### config.mk
export PLATFORM = sky130hd
export DESIGN_NAME = message_bit_field_extractor
export DESIGN_NICKNAME = d
export VERILOG_FILES = /design/src/hw/rtl/mbfe_pkg.sv /design/src/hw/rtl/message_bit_field_extractor.sv /design/src/hw/rtl/mbfe_ctrl.sv /design/src/hw/rtl/mbfe_dp.sv
export VERILOG_INCLUDE_DIRS = /design/src /design/src/hw/rtl
export SDC_FILE = /design/constraint.sdc
export NUM_CORES = 1
export LEC_CHECK = 0
export BUFFER_PORTS_ARGS = -buffer_cell sky130_fd_sc_hd__buf_2
export CAP_MARGIN = 30
export CORE_AREA = 2 2 175 195
export DETAILED_ROUTE_END_ITERATION = 8
export DIE_AREA = 0 0 177 197
export PLACE_DENSITY = 0.8
export SLEW_MARGIN = 15
export SYNTH_ARGS = -nofsm -noshare
export SYNTH_HDL_FRONTEND = slang
export SYNTH_SLANG_ARGS = --single-unit
### constraint.sdc
create_clock -name clk -period 4.7 [get_ports clk]
set_clock_uncertainty 0.05 [all_clocks]
set_input_delay 0 -clock clk [delete_from_list [all_inputs] [get_ports clk]]
set_output_delay 0 -clock clk [all_outputs]
set_load 0.01 [all_outputs]
### src/hw/rtl/message_bit_field_extractor_defines.svh
// Assertion macros shared by the message bit-field extractor modules.
// The macros expect signals named clk and rst_n in the calling module.
`ifndef MESSAGE_BIT_FIELD_EXTRACTOR_DEFINES_SVH
`define MESSAGE_BIT_FIELD_EXTRACTOR_DEFINES_SVH

// Same-cycle implication, disabled while reset is asserted.
`define MBFE_ASSERT(lbl, ante, cons) \
  lbl: assert property (@(posedge clk) disable iff (!rst_n) (ante) |-> (cons)) \
    else $error("MBFE assertion failed");

// Next-cycle implication, disabled while reset is asserted.
`define MBFE_ASSERT_NEXT(lbl, ante, cons) \
  lbl: assert property (@(posedge clk) disable iff (!rst_n) (ante) |=> (cons)) \
    else $error("MBFE assertion failed");

`endif

### src/hw/rtl/mbfe_pkg.sv
// Package for the message bit-field extractor: request types, register codes,
// controller states and the command and status structs. No dependencies.
package mbfe_pkg;

  localparam int MAX_FIELD_BYTES_DEF = 32;
  localparam int BYTE_W = 8;
  localparam int BIDX_W = 7;
  localparam int LEN_W = 9;
  localparam int POS_W = 8;
  localparam int ADDR_W = 4;
  localparam int DATA_W = 32;

  localparam logic [BIDX_W-1:0] BIDX_MAX = {BIDX_W{1'b1}};

  localparam logic [1:0] REG_PASSTHROUGH = 2'd0;
  localparam logic [1:0] REG_BIT_POSITION = 2'd1;
  localparam logic [1:0] REG_FIELD_LENGTH = 2'd2;

  typedef struct packed {
    logic [BYTE_W-1:0] data_byte;
    logic              end_of_message;
  } in_req_t;

  typedef struct packed {
    logic [BYTE_W-1:0] out_byte;
    logic              last_of_run;
  } out_req_t;

  typedef struct packed {
    logic             passthrough_mode;
    logic [POS_W-1:0] bit_position;
    logic [LEN_W-1:0] field_length_bits;
  } cfg_t;

  typedef enum logic [1:0] {
    ST_IDLE,
    ST_FETCH,
    ST_LOAD
  } state_t;

  typedef struct packed {
    logic take;
    logic fetch;
    logic load_field;
    logic step;
  } cmd_t;

  typedef struct packed {
    logic out_free;
    logic emit_go;
    logic last_k;
  } sts_t;

endpackage

### src/hw/rtl/message_bit_field_extractor.sv
// Message bytes enter one per request. In passthrough mode each byte leaves
// unchanged, one byte per cycle while the output is not stalled. In extract mode
// the byte that completes the field starts an emission of ceil(length/8) bytes,
// each made of a buffer read and then a load of the output register, during
// which input requests stall. The field buffer is a memory with no reset
// and needs no clearing pass. Configuration sits on an APB port at byte
// addresses 0 (passthrough), 4 (bit position) and 8 (field length).
module message_bit_field_extractor
  import mbfe_pkg::*;
#(
  parameter int MAX_FIELD_BYTES = MAX_FIELD_BYTES_DEF
) (
  input  logic              clk,
  input  logic              rst_n,
  input  logic              in_valid,
  output logic              in_stall,
  input  in_req_t           in_data,
  output logic              out_valid,
  input  logic              out_stall,
  output out_req_t          out_req,
  input  logic              psel,
  input  logic              penable,
  input  logic              pwrite,
  input  logic [ADDR_W-1:0] paddr,
  input  logic [DATA_W-1:0] pwdata,
  output logic [DATA_W-1:0] prdata,
  output logic              pready
);

  cfg_t cfg_r;
  cmd_t cmd;
  sts_t sts;
  logic wr_req;

  assign pready = 1'b1;
  assign wr_req = psel && penable && pwrite;

  always_ff @(posedge clk) begin
    if (!rst_n) begin
      cfg_r.passthrough_mode <= 1'b0;
      cfg_r.bit_position <= '0;
      cfg_r.field_length_bits <= LEN_W'(8);
    end else if (wr_req) begin
      case (paddr[3:2])
        REG_PASSTHROUGH: cfg_r.passthrough_mode <= pwdata[0];
        REG_BIT_POSITION: cfg_r.bit_position <= pwdata[POS_W-1:0];
        REG_FIELD_LENGTH: cfg_r.field_length_bits <= pwdata[LEN_W-1:0];
        default: begin
        end
      endcase
    end
  end

  always_comb begin
    case (paddr[3:2])
      REG_PASSTHROUGH: prdata = {{(DATA_W-1){1'b0}}, cfg_r.passthrough_mode};
      REG_BIT_POSITION: prdata = {{(DATA_W-POS_W){1'b0}}, cfg_r.bit_position};
      REG_FIELD_LENGTH: prdata = {{(DATA_W-LEN_W){1'b0}}, cfg_r.field_length_bits};
      default: prdata = '0;
    endcase
  end

  mbfe_ctrl u_ctrl (
    .clk      (clk),
    .rst_n    (rst_n),
    .in_valid (in_valid),
    .in_stall (in_stall),
    .sts      (sts),
    .cmd      (cmd)
  );

  mbfe_dp #(
    .MAX_FIELD_BYTES (MAX_FIELD_BYTES)
  ) u_dp (
    .clk       (clk),
    .rst_n     (rst_n),
    .cfg       (cfg_r),
    .in_data   (in_data),
    .out_stall (out_stall),
    .out_valid (out_valid),
    .out_req   (out_req),
    .cmd       (cmd),
    .sts       (sts)
  );

endmodule

### src/hw/rtl/mbfe_ctrl.sv
// Controller state machine of the message bit-field extractor.
// Depends on mbfe_pkg and the shared assertion macro header.
`include "message_bit_field_extractor_defines.svh"

module mbfe_ctrl
  import mbfe_pkg::*;
(
  input  logic clk,
  input  logic rst_n,
  input  logic in_valid,
  output logic in_stall,
  input  sts_t sts,
  output cmd_t cmd
);

  state_t state_r, state_nxt;

  always_ff @(posedge clk) begin
    if (!rst_n) begin
      state_r <= ST_IDLE;
    end else begin
      state_r <= state_nxt;
    end
  end

  always_comb begin
    state_nxt = state_r;
    cmd = '0;
    in_stall = 1'b1;
    case (state_r)
      ST_IDLE: begin
        in_stall = !sts.out_free;
        cmd.take = in_valid && sts.out_free;
        if (cmd.take && sts.emit_go) begin
          state_nxt = ST_FETCH;
        end
      end
      ST_FETCH: begin
        cmd.fetch = 1'b1;
        state_nxt = ST_LOAD;
      end
      ST_LOAD: begin
        if (sts.out_free) begin
          cmd.load_field = 1'b1;
          if (sts.last_k) begin
            state_nxt = ST_IDLE;
          end else begin
            cmd.step = 1'b1;
            state_nxt = ST_FETCH;
          end
        end
      end
      default: begin
        state_nxt = ST_IDLE;
      end
    endcase
  end

  `MBFE_ASSERT_NEXT(a_start_emit, cmd.take && sts.emit_go, state_r == ST_FETCH)
  `MBFE_ASSERT_NEXT(a_fetch_then_load, state_r == ST_FETCH, state_r == ST_LOAD)
  `MBFE_ASSERT_NEXT(a_load_continue,
                    state_r == ST_LOAD && sts.out_free && !sts.last_k,
                    state_r == ST_FETCH)

endmodule

### src/hw/rtl/mbfe_dp.sv
// Datapath of the message bit-field extractor: message position, field buffer,
// bit alignment and the output register. Depends on mbfe_pkg and the macro header.
`include "message_bit_field_extractor_defines.svh"

module mbfe_dp
  import mbfe_pkg::*;
#(
  parameter int MAX_FIELD_BYTES = MAX_FIELD_BYTES_DEF
) (
  input  logic     clk,
  input  logic     rst_n,
  input  cfg_t     cfg,
  input  in_req_t  in_data,
  input  logic     out_stall,
  output logic     out_valid,
  output out_req_t out_req,
  input  cmd_t     cmd,
  output sts_t     sts
);

  localparam int AW = $clog2(MAX_FIELD_BYTES + 1);
  localparam int DEPTH = MAX_FIELD_BYTES + 1;
  localparam logic [9:0] MAX_BITS = 10'(MAX_FIELD_BYTES * 8);
  localparam logic [BIDX_W-1:0] MAX_REL = BIDX_W'(MAX_FIELD_BYTES);

  logic [BYTE_W-1:0] mem [DEPTH];

  logic [BIDX_W-1:0] byte_index_r;
  logic              field_done_r;
  logic [BIDX_W-1:0] k_r;
  logic [2:0]        shift_r;
  logic [2:0]        tail_r;
  logic [BIDX_W-1:0] span_r;
  logic [BIDX_W-1:0] nbytes_r;
  logic [BYTE_W-1:0] rd_lo_r;
  logic [BYTE_W-1:0] rd_hi_r;
  logic              out_valid_r;
  out_req_t          out_req_r;

  logic [LEN_W-1:0]  len_cl;
  logic [9:0]        end_bit;
  logic [BIDX_W-1:0] first;
  logic [BIDX_W-1:0] last;
  logic [BIDX_W-1:0] rel;
  logic [9:0]        nb_sum;
  logic              extract;
  logic              wr_en;
  logic [AW-1:0]     rd_a0;
  logic [AW-1:0]     rd_a1;
  logic              hi_ok;
  logic [15:0]       pair;
  logic [BYTE_W-1:0] aligned;
  logic [BYTE_W-1:0] field_byte;

  always_comb begin
    len_cl = ({1'b0, cfg.field_length_bits} > MAX_BITS) ? MAX_BITS[LEN_W-1:0]
                                                        : cfg.field_length_bits;
    end_bit = {2'b00, cfg.bit_position} + {1'b0, len_cl} - 10'd1;
    first = {2'b00, cfg.bit_position[7:3]};
    last = end_bit[9:3];
    rel = byte_index_r - first;
    nb_sum = {1'b0, len_cl} + 10'd7;
    extract = !cfg.passthrough_mode && (len_cl != '0) && !field_done_r;
    wr_en = cmd.take && extract && (byte_index_r >= first) && (rel <= MAX_REL);
    sts.emit_go = extract && (byte_index_r == last);
    sts.out_free = !out_valid_r || !out_stall;
    sts.last_k = (k_r + 1'b1) == nbytes_r;
    rd_a0 = k_r[AW-1:0];
    rd_a1 = AW'(k_r + 1'b1);
    hi_ok = (shift_r != 3'd0) && ((k_r + 1'b1) <= span_r);
    pair = {(hi_ok ? rd_hi_r : 8'h00), rd_lo_r} >> shift_r;
    aligned = pair[7:0];
    field_byte = aligned;
    if (sts.last_k && tail_r != 3'd0) begin
      field_byte = aligned & ((8'd1 << tail_r) - 8'd1);
    end
  end

  always_ff @(posedge clk) begin
    if (wr_en) begin
      mem[rel[AW-1:0]] <= in_data.data_byte;
    end
    if (cmd.fetch) begin
      rd_lo_r <= mem[rd_a0];
      rd_hi_r <= mem[rd_a1];
    end
  end

  always_ff @(posedge clk) begin
    if (cmd.take && sts.emit_go) begin
      shift_r <= cfg.bit_position[2:0];
      tail_r <= len_cl[2:0];
      span_r <= last - first;
      nbytes_r <= nb_sum[9:3];
    end
  end

  always_ff @(posedge clk) begin
    if (!rst_n) begin
      byte_index_r <= '0;
      field_done_r <= 1'b0;
      k_r <= '0;
    end else begin
      if (cmd.take) begin
        if (in_data.end_of_message) begin
          byte_index_r <= '0;
          field_done_r <= 1'b0;
        end else begin
          if (byte_index_r != BIDX_MAX) begin
            byte_index_r <= byte_index_r + 1'b1;
          end
          if (sts.emit_go) begin
            field_done_r <= 1'b1;
          end
        end
        if (sts.emit_go) begin
          k_r <= '0;
        end
      end else if (cmd.step) begin
        k_r <= k_r + 1'b1;
      end
    end
  end

  always_ff @(posedge clk) begin
    if (!rst_n) begin
      out_valid_r <= 1'b0;
    end else if (cmd.take && cfg.passthrough_mode) begin
      out_valid_r <= 1'b1;
    end else if (cmd.load_field) begin
      out_valid_r <= 1'b1;
    end else if (!out_stall) begin
      out_valid_r <= 1'b0;
    end
  end

  always_ff @(posedge clk) begin
    if (cmd.take && cfg.passthrough_mode) begin
      out_req_r.out_byte <= in_data.data_byte;
      out_req_r.last_of_run <= in_data.end_of_message;
    end else if (cmd.load_field) begin
      out_req_r.out_byte <= field_byte;
      out_req_r.last_of_run <= sts.last_k;
    end
  end

  assign out_valid = out_valid_r;
  assign out_req = out_req_r;

  `MBFE_ASSERT_NEXT(a_pass_loads_out, cmd.take && cfg.passthrough_mode, out_valid_r)
  `MBFE_ASSERT_NEXT(a_field_loads_out, cmd.load_field, out_valid_r)
  `MBFE_ASSERT(a_emit_in_buffer, cmd.take && sts.emit_go, rel <= MAX_REL)

endmodule
==> summary.txt, run 1 <==
Synth
  • Synth Area in Adders: 2.653%
  • Library cells used by synthesis: 76
  • Synthesized flop and latch total: 344
  • Synthesized area: 17550 um2
  • Yosys warnings: 0
  • Largest family of logic cells by synthesized area: multiplexers
  • Post-Synthesis Cells: 1205
  • Post-synthesis xor/xnor area fraction: 2.674%
  • Async set-reset flop share out of synthesis: 0%
  • Synth Area in Simple Gates: 6.960%
  • Compound-gate portion of the synthesized area: 7.887%
  • Ys flop type: edfxtp_1
  • EDFF count, synth: 308
  • Post-synthesis mux area share: 19.26%
  • Avg Cell Area, Syn: 14.56 um2
  • Register area share after synthesis: 56.82%

STA
  • Min Hold Slack: 23.92 ps
  • Fin crit period: 4160 ps
  • Fin. max-slew vios: 0
  • Worst-margin pin slew: 1084 ps
  • Final setup viols: 0
  • Post-route setup TNS: 0 ps
  • Final setup margin: 540.1 ps
  • RSZ-0062 raised after global routing: false
  • Relative slew margins: 27.74%
  • Final Cycle Share: 88.51%
  • Final hold vios: 0
  • Maximum clock frequency: 240.4 MHz

Routing
  • Drt pass-1 iters: 5
  • Residual DRC: 0
  • Wire length per cell: 23.71 um
  • Initial DRC count: 1419
  • Via count: 11.23k
  • Post-route ant nets: 0
  • DR vias/cell: 6.389
  • Final WL: 41.68 mm

Worst setup path
  • Reg2reg start: cfg_r[8]$_SDFFE_PN0P_
  • CP endpoint kind: flip-flop
  • FF-to-FF setup slack: 540 ps
  • WP data arrival: 4380 ps
  • Crit Reg-Reg Endpoint: u_dp.span_r[6]$_DFFE_PP_
  • Req. time, crit path: 4920 ps
  • Setup CP Type: reg -> reg
  • Critical path peak fanout: 9
  • Worst R2R Path Depth: 17
  • CP startpoint kind: flip-flop

Pwr
  • Int Pwr: 0.005421 W
  • P_sw: 0.001633 W
  • Flop pwr share: 49.0%
  • Power per cell area: 355.5 nW/um2
  • Clk network pwr share: 40.3%
  • Switch share: 23.14%
  • Worst vdd ir: 0.0003092 V
  • Leak pwr: 6.590 nW
  • Power, Total: 0.007053 W
  • Logic gate share of total power: 10.7%

Placement
  • Port-buffer cells: 46
  • Routability cong.: 0.8389
  • Detail Placement HPWL: 27.46 mm
  • DP Worst Slack: 624.1 ps

Min path
  • Hold Path Origin: psel
  • Hold Path Stages: 5
  • Worst Hold Endpoint: cfg_r[10]$_SDFFE_PN0P_
  • Worst hold path type: in -> reg

Global route
  • Vias in the first global route: 10.97k
  • Total gr overflow: 0
  • Met2 usage in global routing: 39.85%
  • Routing usage on met3: 3.954%
  • Met1 usage: 32.17%
  • Pin count of the biggest net entering global routing: 156
  • GRT Total Usage: 24.11%
  • First-pass GRT wire length: 63.48 mm
  • Initial antenna violation count: 1
  • GR peak layer: met2

Floorplan
  • Die area: 34870 um2
  • # rows: 70
  • Starting Density: 53.42%
  • Die width: 177 um
  • # IOs: 96
  • Core ar.: 32840 um2
  • Die H: 197 um

Cells and area
  • Nets: 1385
  • Fill count: 2351
  • Post-layout util: 60.41%
  • # diodes: 0
  • Layout Area Growth over Synthesis: 13.08%
  • Share of layout cells above drive strength 1: 21.64%

CTS
  • Post-cts sizing count: 0
  • CTS sink cnt: 344
  • TritonCTS buffer count: 37
  • Setup Buffers After CTS: 0
  • CTS Root Cell: clkbuf_16
  • Longest Clk Path Bufs: 3
  • CTS tree: built
  • Worst skew pair latency: 530 ps
  • Clock-pin slew on the worst setup and hold paths: 60 ps
  • H-Tree Depth: 2

Job
  • Max-cap viol count: 0

Outcome
  • Status: complete, no violations
-- power groups by stage --
stage | clock network, W | registers (W) | logic (W)
floorplan | 0 | 0.00351 | 0.000523
global placement | 0 | 0.00351 | 0.000707
detailed placement | 0 | 0.00352 | 0.000730
CTS | 0.00287 | 0.00346 | 0.000749
global route | 0.00298 | 0.00346 | 0.000813
finish | 0.00284 | 0.00346 | 0.000757
-- sequential cells by signal, indices dropped and copies added (netlist names) --
register / flops
u_dp.mem: 264
cfg_r: 18
u_dp.out_req: 9
u_dp.rd_lo_r: 8
u_dp.byte_index_r: 7
u_dp.k_r: 7
u_dp.nbytes_r: 7
u_dp.rd_hi_r: 7
u_dp.span_r: 7
u_dp.shift_r: 3
u_dp.tail_r: 3
u_ctrl.state_r: 2
u_dp.field_done_r: 1
u_dp.out_valid: 1
-- metrics by stage --
| stage | area, um2 | std cells |
|---|---|---|
| final | 19840 | 1758 |
| after global routing | 19840 | 1758 |
| after CTS | 19810 | 1756 |
| after detailed placement | 18410 | 1667 |
| after global placement | 18400 | 1666 |
| after floorplan | 17630 | 1228 |
-- layer usage --
layer	part of all wire, %	vias up
met5	0.031	-
met4	3.8	2
met3	8.9	108
met2	49	665
met1	39	5530
li1	-	4926
-- cells in the final DEF (no fill, tap or decap), drive strengths merged, types with 11 or more instances in the layout --
cell and n:
buf 102, dfxtp 36, nor4 17, mux2i 89, a21oi 39, xnor2 20
nor3 24, inv 49, conb 25, edfxtp 308, clkinv 15, ha 34
and2 12, clkbuf 47, o21ai 27, nor2b 11, mux4 107, nand2 78
xor2 14, a22o 13, o22ai 18, o221ai 32, dlygate4sd3 21, a31oi 11
nor2 56, nand3 18
-- cell type report --
| class | instances | area, um2 | share of cell area [%] |
|---|---|---|---|
| tap | 432 | 540.5 | 2.724 |
| clock inverter | 21 | 185.2 | 0.9333 |
| clock buffer | 47 | 1006 | 5.070 |
| multi-input combinational | 742 | 7056 | 35.56 |
| inverter | 49 | 183.9 | 0.9270 |
| sequential | 344 | 9975 | 50.27 |
| timing repair buffer | 123 | 894.6 | 4.509 |
-- what timing repair did --
| action | in CTS | in global routing |
|---|---|---|
| hold endpoints to repair | 51 | 0 |
| endpoints found under the setup margin | 0 | 0 |
| hold buffers | 21 | 0 |
-- critical path: stages, from the launching register on --
cell      delay [ps]
dfxtp_1          340
clkinv_1         220
nand2_1          170
ha_1             250
inv_1             60
ha_1             210
nor2b_1          150
o22ai_1          350
xnor2_1          170
ha_1             170
inv_1             70
fa_1             420
a21o_1           170
a21o_1           190
a21oi_1          260
o21ai_1          120
a221o_1          390
xnor2_1          130
-- how the worst max path moves through the flow --
stage	start	endpoint
3_3_place_gp	cfg_r[8]$_SDFFE_PN0P_	u_dp.span_r[6]$_DFFE_PP_
5_1_grt	cfg_r[8]$_SDFFE_PN0P_	u_dp.span_r[6]$_DFFE_PP_
4_1_cts	cfg_r[8]$_SDFFE_PN0P_	u_dp.span_r[6]$_DFFE_PP_
6_report	cfg_r[8]$_SDFFE_PN0P_	u_dp.span_r[6]$_DFFE_PP_
3_5_place_dp	cfg_r[8]$_SDFFE_PN0P_	u_dp.span_r[6]$_DFFE_PP_
2_1_floorplan	cfg_r[8]$_SDFFE_PN0P_	u_dp.span_r[6]$_DFFE_PP_
-- Yosys cell counts (all sizes together) (4+ instances only) --
| cell type | count | area share, % |
|---|---|---|
| edfxtp | 308 | 53 |
| mux4 | 107 | 14 |
| mux2i | 89 | 5.1 |
| nand2 | 78 | 1.7 |
| nor2 | 56 | 1.2 |
| buf | 54 | 1.8 |
| inv | 47 | 1.0 |
| a21oi | 39 | 1.1 |
| clkbuf | 39 | 0.83 |
| dfxtp | 36 | 4.1 |
| ha | 34 | 2.4 |
| o221ai | 32 | 1.6 |
| o21ai | 27 | 0.79 |
| nor3 | 24 | 0.68 |
| xnor2 | 20 | 1.1 |
| nand3 | 18 | 0.51 |
| o22ai | 18 | 0.64 |
| nor4 | 17 | 0.61 |
| xor2 | 14 | 0.78 |
| a22o | 13 | 0.65 |
| and2 | 12 | 0.43 |
| a31oi | 11 | 0.39 |
| nor2b | 11 | 0.43 |
| a211oi | 10 | 0.43 |
| nand2b | 10 | 0.36 |
| a21o | 7 | 0.30 |
| mux2 | 6 | 0.41 |
| nor3b | 4 | 0.17 |
| or3 | 4 | 0.14 |
| xnor3 | 4 | 0.51 |
-- cells by family (layout without fill, tap and decap cells) --
group	after synthesis	in the layout
simple gates	249	249
buf+inv	142	240
fa+ha+maj	36	36
flops	344	344
compound gates	190	190
xor+xnor	40	40
mux	202	202
other cells	2	25
(Power assumes the default switching activity.)
==> run 2: changes to the inputs <==
--- a/config.mk
+++ b/config.mk
@@ -9,6 +9,7 @@
 export BUFFER_PORTS_ARGS = -buffer_cell sky130_fd_sc_hd__buf_2
 export CAP_MARGIN = 30
 export CORE_AREA = 2 2 175 195
+export CTS_BUF_LIST = sky130_fd_sc_hd__clkbuf_4 sky130_fd_sc_hd__clkbuf_8
 export DETAILED_ROUTE_END_ITERATION = 8
 export DIE_AREA = 0 0 177 197
 export PLACE_DENSITY = 0.8
==> summary.txt, run 2 (same netlist as run 1, synthesis figures left out) <==
Global route
  • Vias in the first global route: 11.04k
  • GRT Total Usage: 24.04%
  • Pin count of the biggest net entering global routing: 156
  • First-pass GRT wire length: 62.98 mm
  • Initial antenna violation count: 0
  • Total gr overflow: 0

CTS
  • CTS tree: built
  • CTS Root Cell: clkbuf_8
  • Worst skew pair latency: 610 ps
  • TritonCTS buffer count: 53
  • Longest Clk Path Bufs: 3
  • CTS sink cnt: 344
  • Post-cts sizing count: 0
  • Setup Buffers After CTS: 0
  • H-Tree Depth: 2
  • Clock-pin slew on the worst setup and hold paths: 60 ps

Min path
  • Worst hold path type: in -> reg

STA
  • RSZ-0062 raised after global routing: false
  • Fin crit period: 4137 ps
  • Final setup viols: 0
  • Relative slew margins: 27.62%
  • Post-route setup TNS: 0 ps
  • Maximum clock frequency: 241.7 MHz
  • Final setup margin: 562.9 ps
  • Worst-margin pin slew: 1086 ps
  • Fin. max-slew vios: 0
  • Final hold vios: 0
  • Min Hold Slack: 143.4 ps
  • Final Cycle Share: 88.02%

Outcome
  • Status: complete, no violations

Placement
  • DP Worst Slack: 624.1 ps
  • DP Area: 18410 um2
  • Routability cong.: 0.8389
  • Detail Placement HPWL: 27.46 mm
  • Port-buffer cells: 46

Floorplan
  • Die width: 177 um
  • Die area: 34870 um2
  • Starting Density: 53.42%
  • # IOs: 96
  • Die H: 197 um
  • Core ar.: 32840 um2
  • # rows: 70

Routing
  • Initial DRC count: 1155
  • Post-route ant nets: 0
  • Final WL: 41.33 mm
  • DR vias/cell: 6.196
  • Wire length per cell: 22.95 um
  • Residual DRC: 0
  • Drt pass-1 iters: 5
  • Via count: 11.16k

Cells and area
  • Most common cell after layout, fill and taps aside: edfxtp_1
  • # diodes: 0
  • Share of layout cells above drive strength 1: 23.96%
  • Commonest cells after routing, fill and taps aside: edfxtp_1 (308), mux4_2 (105), mux2i_1 (89)
  • Number of flip-flops in the largest register: 264
  • Post-route cell area: 19930 um2
  • Nets: 1413
  • Layout Area Growth over Synthesis: 13.61%

Worst setup path
  • WP data arrival: 4440 ps
  • Reg2reg start: cfg_r[8]$_SDFFE_PN0P_
  • FF-to-FF setup slack: 560 ps
  • Setup CP Type: reg -> reg
  • CP startpoint kind: flip-flop
  • Worst R2R Path Depth: 17
  • Req. time, crit path: 5000 ps
  • Worst setup startpoint: cfg_r[8]$_SDFFE_PN0P_
  • Crit Reg-Reg Endpoint: u_dp.span_r[6]$_DFFE_PP_
  • Critical path peak fanout: 9
  • Setup crit end: u_dp.span_r[6]$_DFFE_PP_
  • CP endpoint kind: flip-flop

Pwr
  • Leak pwr: 6.677 nW
  • Worst vdd ir: 0.0002166 V
  • Power, Total: 0.006905 W
  • Power per cell area: 346.4 nW/um2

Job
  • Max-cap viol count: 0
## run 2: cell types whose count changed in the layout (fill, tap and decap cells not counted), sizes merged
| cell | before | now |
|---|---|---|
| clkbuf | 47 | 73 |
| dlygate4sd3 | 21 | 33 |
| clkinv | 15 | 20 |
| bufinv | 3 | 5 |
| inv | 49 | 47 |
## run 2: per-layer routing
| layer | vias up | global-route usage (%) | routed length (um) |
|---|---|---|---|
| met2 | 590 | 39.34 | 20170 |
| met3 | 113 | 4.572 | 3496 |
| met1 | 5474 | 31.26 | 16020 |
| met4 | 0 | 10.96 | 1645 |
| met5 | - | 0 | 0 |
| li1 | 4982 | - | - |
## run 2: power by group
group          leakage (nW)  internal (W)  switching (W)
clock network         0.611       0.00153        0.00116
logic                  2.98      0.000324       0.000436
registers              3.08       0.00342      0.0000396
## run 2: worst min path at each step
stage / start / to / cells after the start
final: pwdata[4] / cfg_r[4]$_SDFFE_PN0P_ / 4
after global routing: pwdata[3] / cfg_r[12]$_SDFFE_PN0P_ / 4
after CTS: pwdata[4] / cfg_r[4]$_SDFFE_PN0P_ / 4
after detailed placement: pwdata[3] / cfg_r[3]$_SDFFE_PN1P_ / 3
after global placement: pwdata[3] / cfg_r[3]$_SDFFE_PN1P_ / 3
after floorplan: rst_n / cfg_r[3]$_SDFFE_PN1P_ / 1
## run 2: cell type report
type / count / area (um2)
clock buffers: 73 / 904.6
clock inverters: 26 / 259.0
fillers: 2382 / 12910
inverters: 49 / 183.9
multi-input cells: 742 / 7056
flip-flops and latches: 344 / 9975
well taps: 432 / 540.5
repair buffers: 135 / 1015
## run 2: timing repair
item / CTS / global route
hold buffers: 33 / 0
endpoints found under the setup margin: 0 / 0
endpoints found under the hold margin: 279 / 0
## run 2: critical path, stage by stage, from the launching register on
cell	delay, ps
dfxtp_1	350
clkinv_1	220
nand2_1	170
ha_1	250
inv_1	60
ha_1	210
nor2b_1	150
o22ai_1	340
xnor2_1	170
ha_1	170
inv_1	70
fa_1	420
a21o_1	170
a21o_1	190
a21oi_1	250
o21ai_1	120
a221o_1	390
xnor2_1	130
## run 2: metrics by stage
stage          util (%)  cells
2_1_floorplan         -   1228
6_report          60.69   1801
4_1_cts           60.59   1799
3_3_place_gp      56.01   1666
3_5_place_dp      56.04   1667
5_1_grt           60.69   1801
==> run 3: changes to the inputs <==
--- a/config.mk
+++ b/config.mk
@@ -8,12 +8,13 @@
 export LEC_CHECK = 0
 export BUFFER_PORTS_ARGS = -buffer_cell sky130_fd_sc_hd__buf_2
 export CAP_MARGIN = 30
-export CORE_AREA = 2 2 175 195
+export CORE_AREA = 2 2 176 195
 export CTS_BUF_LIST = sky130_fd_sc_hd__clkbuf_4 sky130_fd_sc_hd__clkbuf_8
 export DETAILED_ROUTE_END_ITERATION = 8
-export DIE_AREA = 0 0 177 197
+export DIE_AREA = 0 0 178 197
 export PLACE_DENSITY = 0.8
 export SLEW_MARGIN = 15
 export SYNTH_ARGS = -nofsm -noshare
 export SYNTH_HDL_FRONTEND = slang
+export SYNTH_HIERARCHICAL = 1
 export SYNTH_SLANG_ARGS = --single-unit
==> constraint.sdc (replaced) <==
create_clock -name clk -period 5.3 [get_ports clk]
set_clock_uncertainty 0.05 [all_clocks]
set_input_delay 0 -clock clk [delete_from_list [all_inputs] [get_ports clk]]
set_output_delay 0 -clock clk [all_outputs]
set_load 0.01 [all_outputs]
==> summary.txt, run 3 <==
Outcome
  • Status: complete, no violations

Min path
  • Hold Path Origin: psel
  • Worst hold path type: in -> reg

Floorplan
  • Core ar.: 33020 um2
  • # IOs: 96
  • Die H: 197 um
  • Die width: 178 um
  • Starting Density: 53.24%
  • Die area: 35070 um2
  • # rows: 70

STA
  • Min Hold Slack: 144.3 ps
  • Fin crit period: 4336 ps
  • Maximum clock frequency: 230.6 MHz
  • RSZ-0062 raised after global routing: false
  • Post-route setup TNS: 0 ps
  • Final setup viols: 0
  • Final Cycle Share: 81.81%
  • Worst-margin pin slew: 913.7 ps
  • Final hold vios: 0
  • Fin. max-slew vios: 0
  • Relative slew margins: 39.09%

Placement
  • Detail Placement HPWL: 28.13 mm
  • Port-buffer cells: 46
  • DP Area: 18360 um2
  • Routability cong.: 0.8737

CTS
  • CTS Root Cell: clkbuf_8
  • Worst skew pair latency: 620 ps
  • Cts hold-fix bufs: 36
  • Post-cts sizing count: 0
  • CTS tree: built
  • Longest Clk Path Bufs: 3
  • CTS sink cnt: 344
  • H-Tree Depth: 2
  • Clock-pin slew on the worst setup and hold paths: 70 ps
  • Setup Buffers After CTS: 0
  • TritonCTS buffer count: 54

Routing
  • Final WL: 41.90 mm
  • Initial DRC count: 1179
  • Wire length per cell: 24.32 um
  • Residual DRC: 0
  • DR vias/cell: 6.334
  • Via count: 10.91k
  • Post-route ant nets: 0
  • Drt pass-1 iters: 7

Synth
  • Post-Synthesis Cells: 1124
  • Ys flop type: edfxtp_1
  • Post-synthesis xor/xnor area fraction: 2.691%
  • Post-synth top cells: edfxtp_1 (308), mux4_2 (155), nand2_1 (102), inv_1 (52), dfxtp_1 (36)
  • EDFF count, synth: 308
  • Library cells used by synthesis: 77
  • Top cell type's share of synthesized area: 52.62%
  • Synth Area in Simple Gates: 7.267%
  • Leading post-synthesis cells by cell area: edfxtp_1 (53%), mux4_2 (20%), dfxtp_1 (4.1%), ha_1 (2.4%), nand2_1 (2.2%)
  • Top-count cell post-synth: edfxtp_1
  • Async set-reset flop share out of synthesis: 0%
  • Synth Area in Adders: 2.648%
  • Yosys warnings: 6
  • Post-synthesis mux area share: 22.14%
  • Register area share after synthesis: 56.72%
  • Post-synth top area cell: edfxtp_1
  • Largest family of logic cells by synthesized area: multiplexers
  • Synthesized flop and latch total: 344
  • Synthesized area: 17580 um2
  • Avg Cell Area, Syn: 15.64 um2
  • Compound-gate portion of the synthesized area: 4.534%

Global route
  • First-pass GRT wire length: 63.91 mm
  • Vias in the first global route: 10.76k
  • GRT Total Usage: 24.54%
  • Initial antenna violation count: 0
  • Pin count of the biggest net entering global routing: 58
  • Total gr overflow: 0

Worst setup path
  • Cells along the critical path: inv_1 > nand2_1 > ha_1 > inv_1 > ha_1 > nand3_1 > nand2_1 > o311a_4 > a211oi_2 > xor2_1 > nor3_1 > nand3b_1 > a21oi_1 > dlygate4sd3_1
  • Setup CP Type: reg -> reg
  • Critical path peak fanout: 11
  • Worst setup startpoint: cfg_r[8]$_SDFFE_PN0P_
  • WP data arrival: 4850 ps
  • CP startpoint kind: flip-flop
  • CP endpoint kind: flip-flop
  • CP max stage cell: dfxtp_1
  • Max stage delay on crit path: 670 ps
  • Reg2reg start: cfg_r[8]$_SDFFE_PN0P_
  • Req. time, crit path: 5810 ps

Pwr
  • Power, Total: 0.006059 W
  • Leak pwr: 6.709 nW
  • Worst vdd ir: 0.0001739 V
  • Power per cell area: 304.6 nW/um2

Cells and area
  • # diodes: 0
  • Share of layout cells above drive strength 1: 28.58%
  • Most common cell after layout, fill and taps aside: edfxtp_1
  • Number of flip-flops in the largest register: 264
  • Layout Area Growth over Synthesis: 13.18%
  • Fill count: 2303
  • Post-layout util: 60.25%
  • Commonest cells after routing, fill and taps aside: edfxtp_1 (308), mux4_2 (155), nand2_1 (102)
  • Nets: 1334
  • Post-route cell area: 19900 um2

Job
  • Max-cap viol count: 0
-- run 3: cell count changes after synthesis, sizes merged, moves of 14 or more --
cell	delta
a21oi	-21
clkbuf	-14
mux2i	-59
mux4	+51
nand2	+24
nor2	-22
o221ai	-31
-- run 3: path summary, 6_finish.rpt --
| path | end | slack (ps) | depth (start not counted) |
|---|---|---|---|
| setup / recovery | u_ctrl/state_r[0]$_SDFFE_PN0P_ | 960 | 14 |
| hold / removal | cfg_r[9]$_SDFFE_PN0P_ | 140 | 4 |
| setup reg to reg | u_ctrl/state_r[0]$_SDFFE_PN0P_ | 960 | 14 |
| hold reg to reg | cfg_r[13]$_SDFFE_PN0P_ | 440 | 2 |
-- run 3: cell type report --
class | instances | area (um2) | share of cell area [%]
clock buffer | 67 | 853.3 | 4.289
clock inverter | 34 | 307.8 | 1.547
inverter | 54 | 202.7 | 1.019
multi-input combinational | 662 | 7046 | 35.41
sequential | 344 | 9977 | 50.15
tap | 432 | 540.5 | 2.717
timing repair buffer | 130 | 968.4 | 4.868
-- run 3: kinds of logic (layout without fill, tap and decap cells) --
logic type / Yosys count / in the layout
buf+inv: 140 / 285
mux: 190 / 190
xor+xnor: 40 / 40
other cells: 3 / 25
compound gates: 117 / 117
fa+ha+maj: 36 / 36
simple gates: 254 / 254
flops: 344 / 344
-- run 3: layer usage --
metal / GRT usage (%) / share of wire, %
met1: 32.75 / 38
met2: 41.06 / 51
met3: 4.379 / 8.7
met4: 8.075 / 2.7
met5: 0 / 0
-- run 3: through the flow --
stage / setup slack [ps] / instances
after floorplan: 1457 / 1146
after global placement: 1376 / 1584
after detailed placement: 1215 / 1585
after CTS: 1012 / 1722
after global routing: 716.1 / 1723
final: 964.1 / 1723
-- run 3: where the power goes --
part / switching (W) / total [W] / internal, W
clock network: 0.00105 / 0.00240 / 0.00136
logic: 0.000335 / 0.000583 / 0.000248
registers: 0.0000451 / 0.00307 / 0.00303
-- run 3: worst max-delay path: cells and delay by family, from the launching register on --
kind | cells | cell delay, ps
AOI/OAI and AO/OA | 3 | 870
xor gates and xnor gates | 1 | 180
adders and majority gates | 2 | 560
buffers and inverters | 3 | 890
DFF | 1 | 670
and+or+nand+nor | 5 | 1050
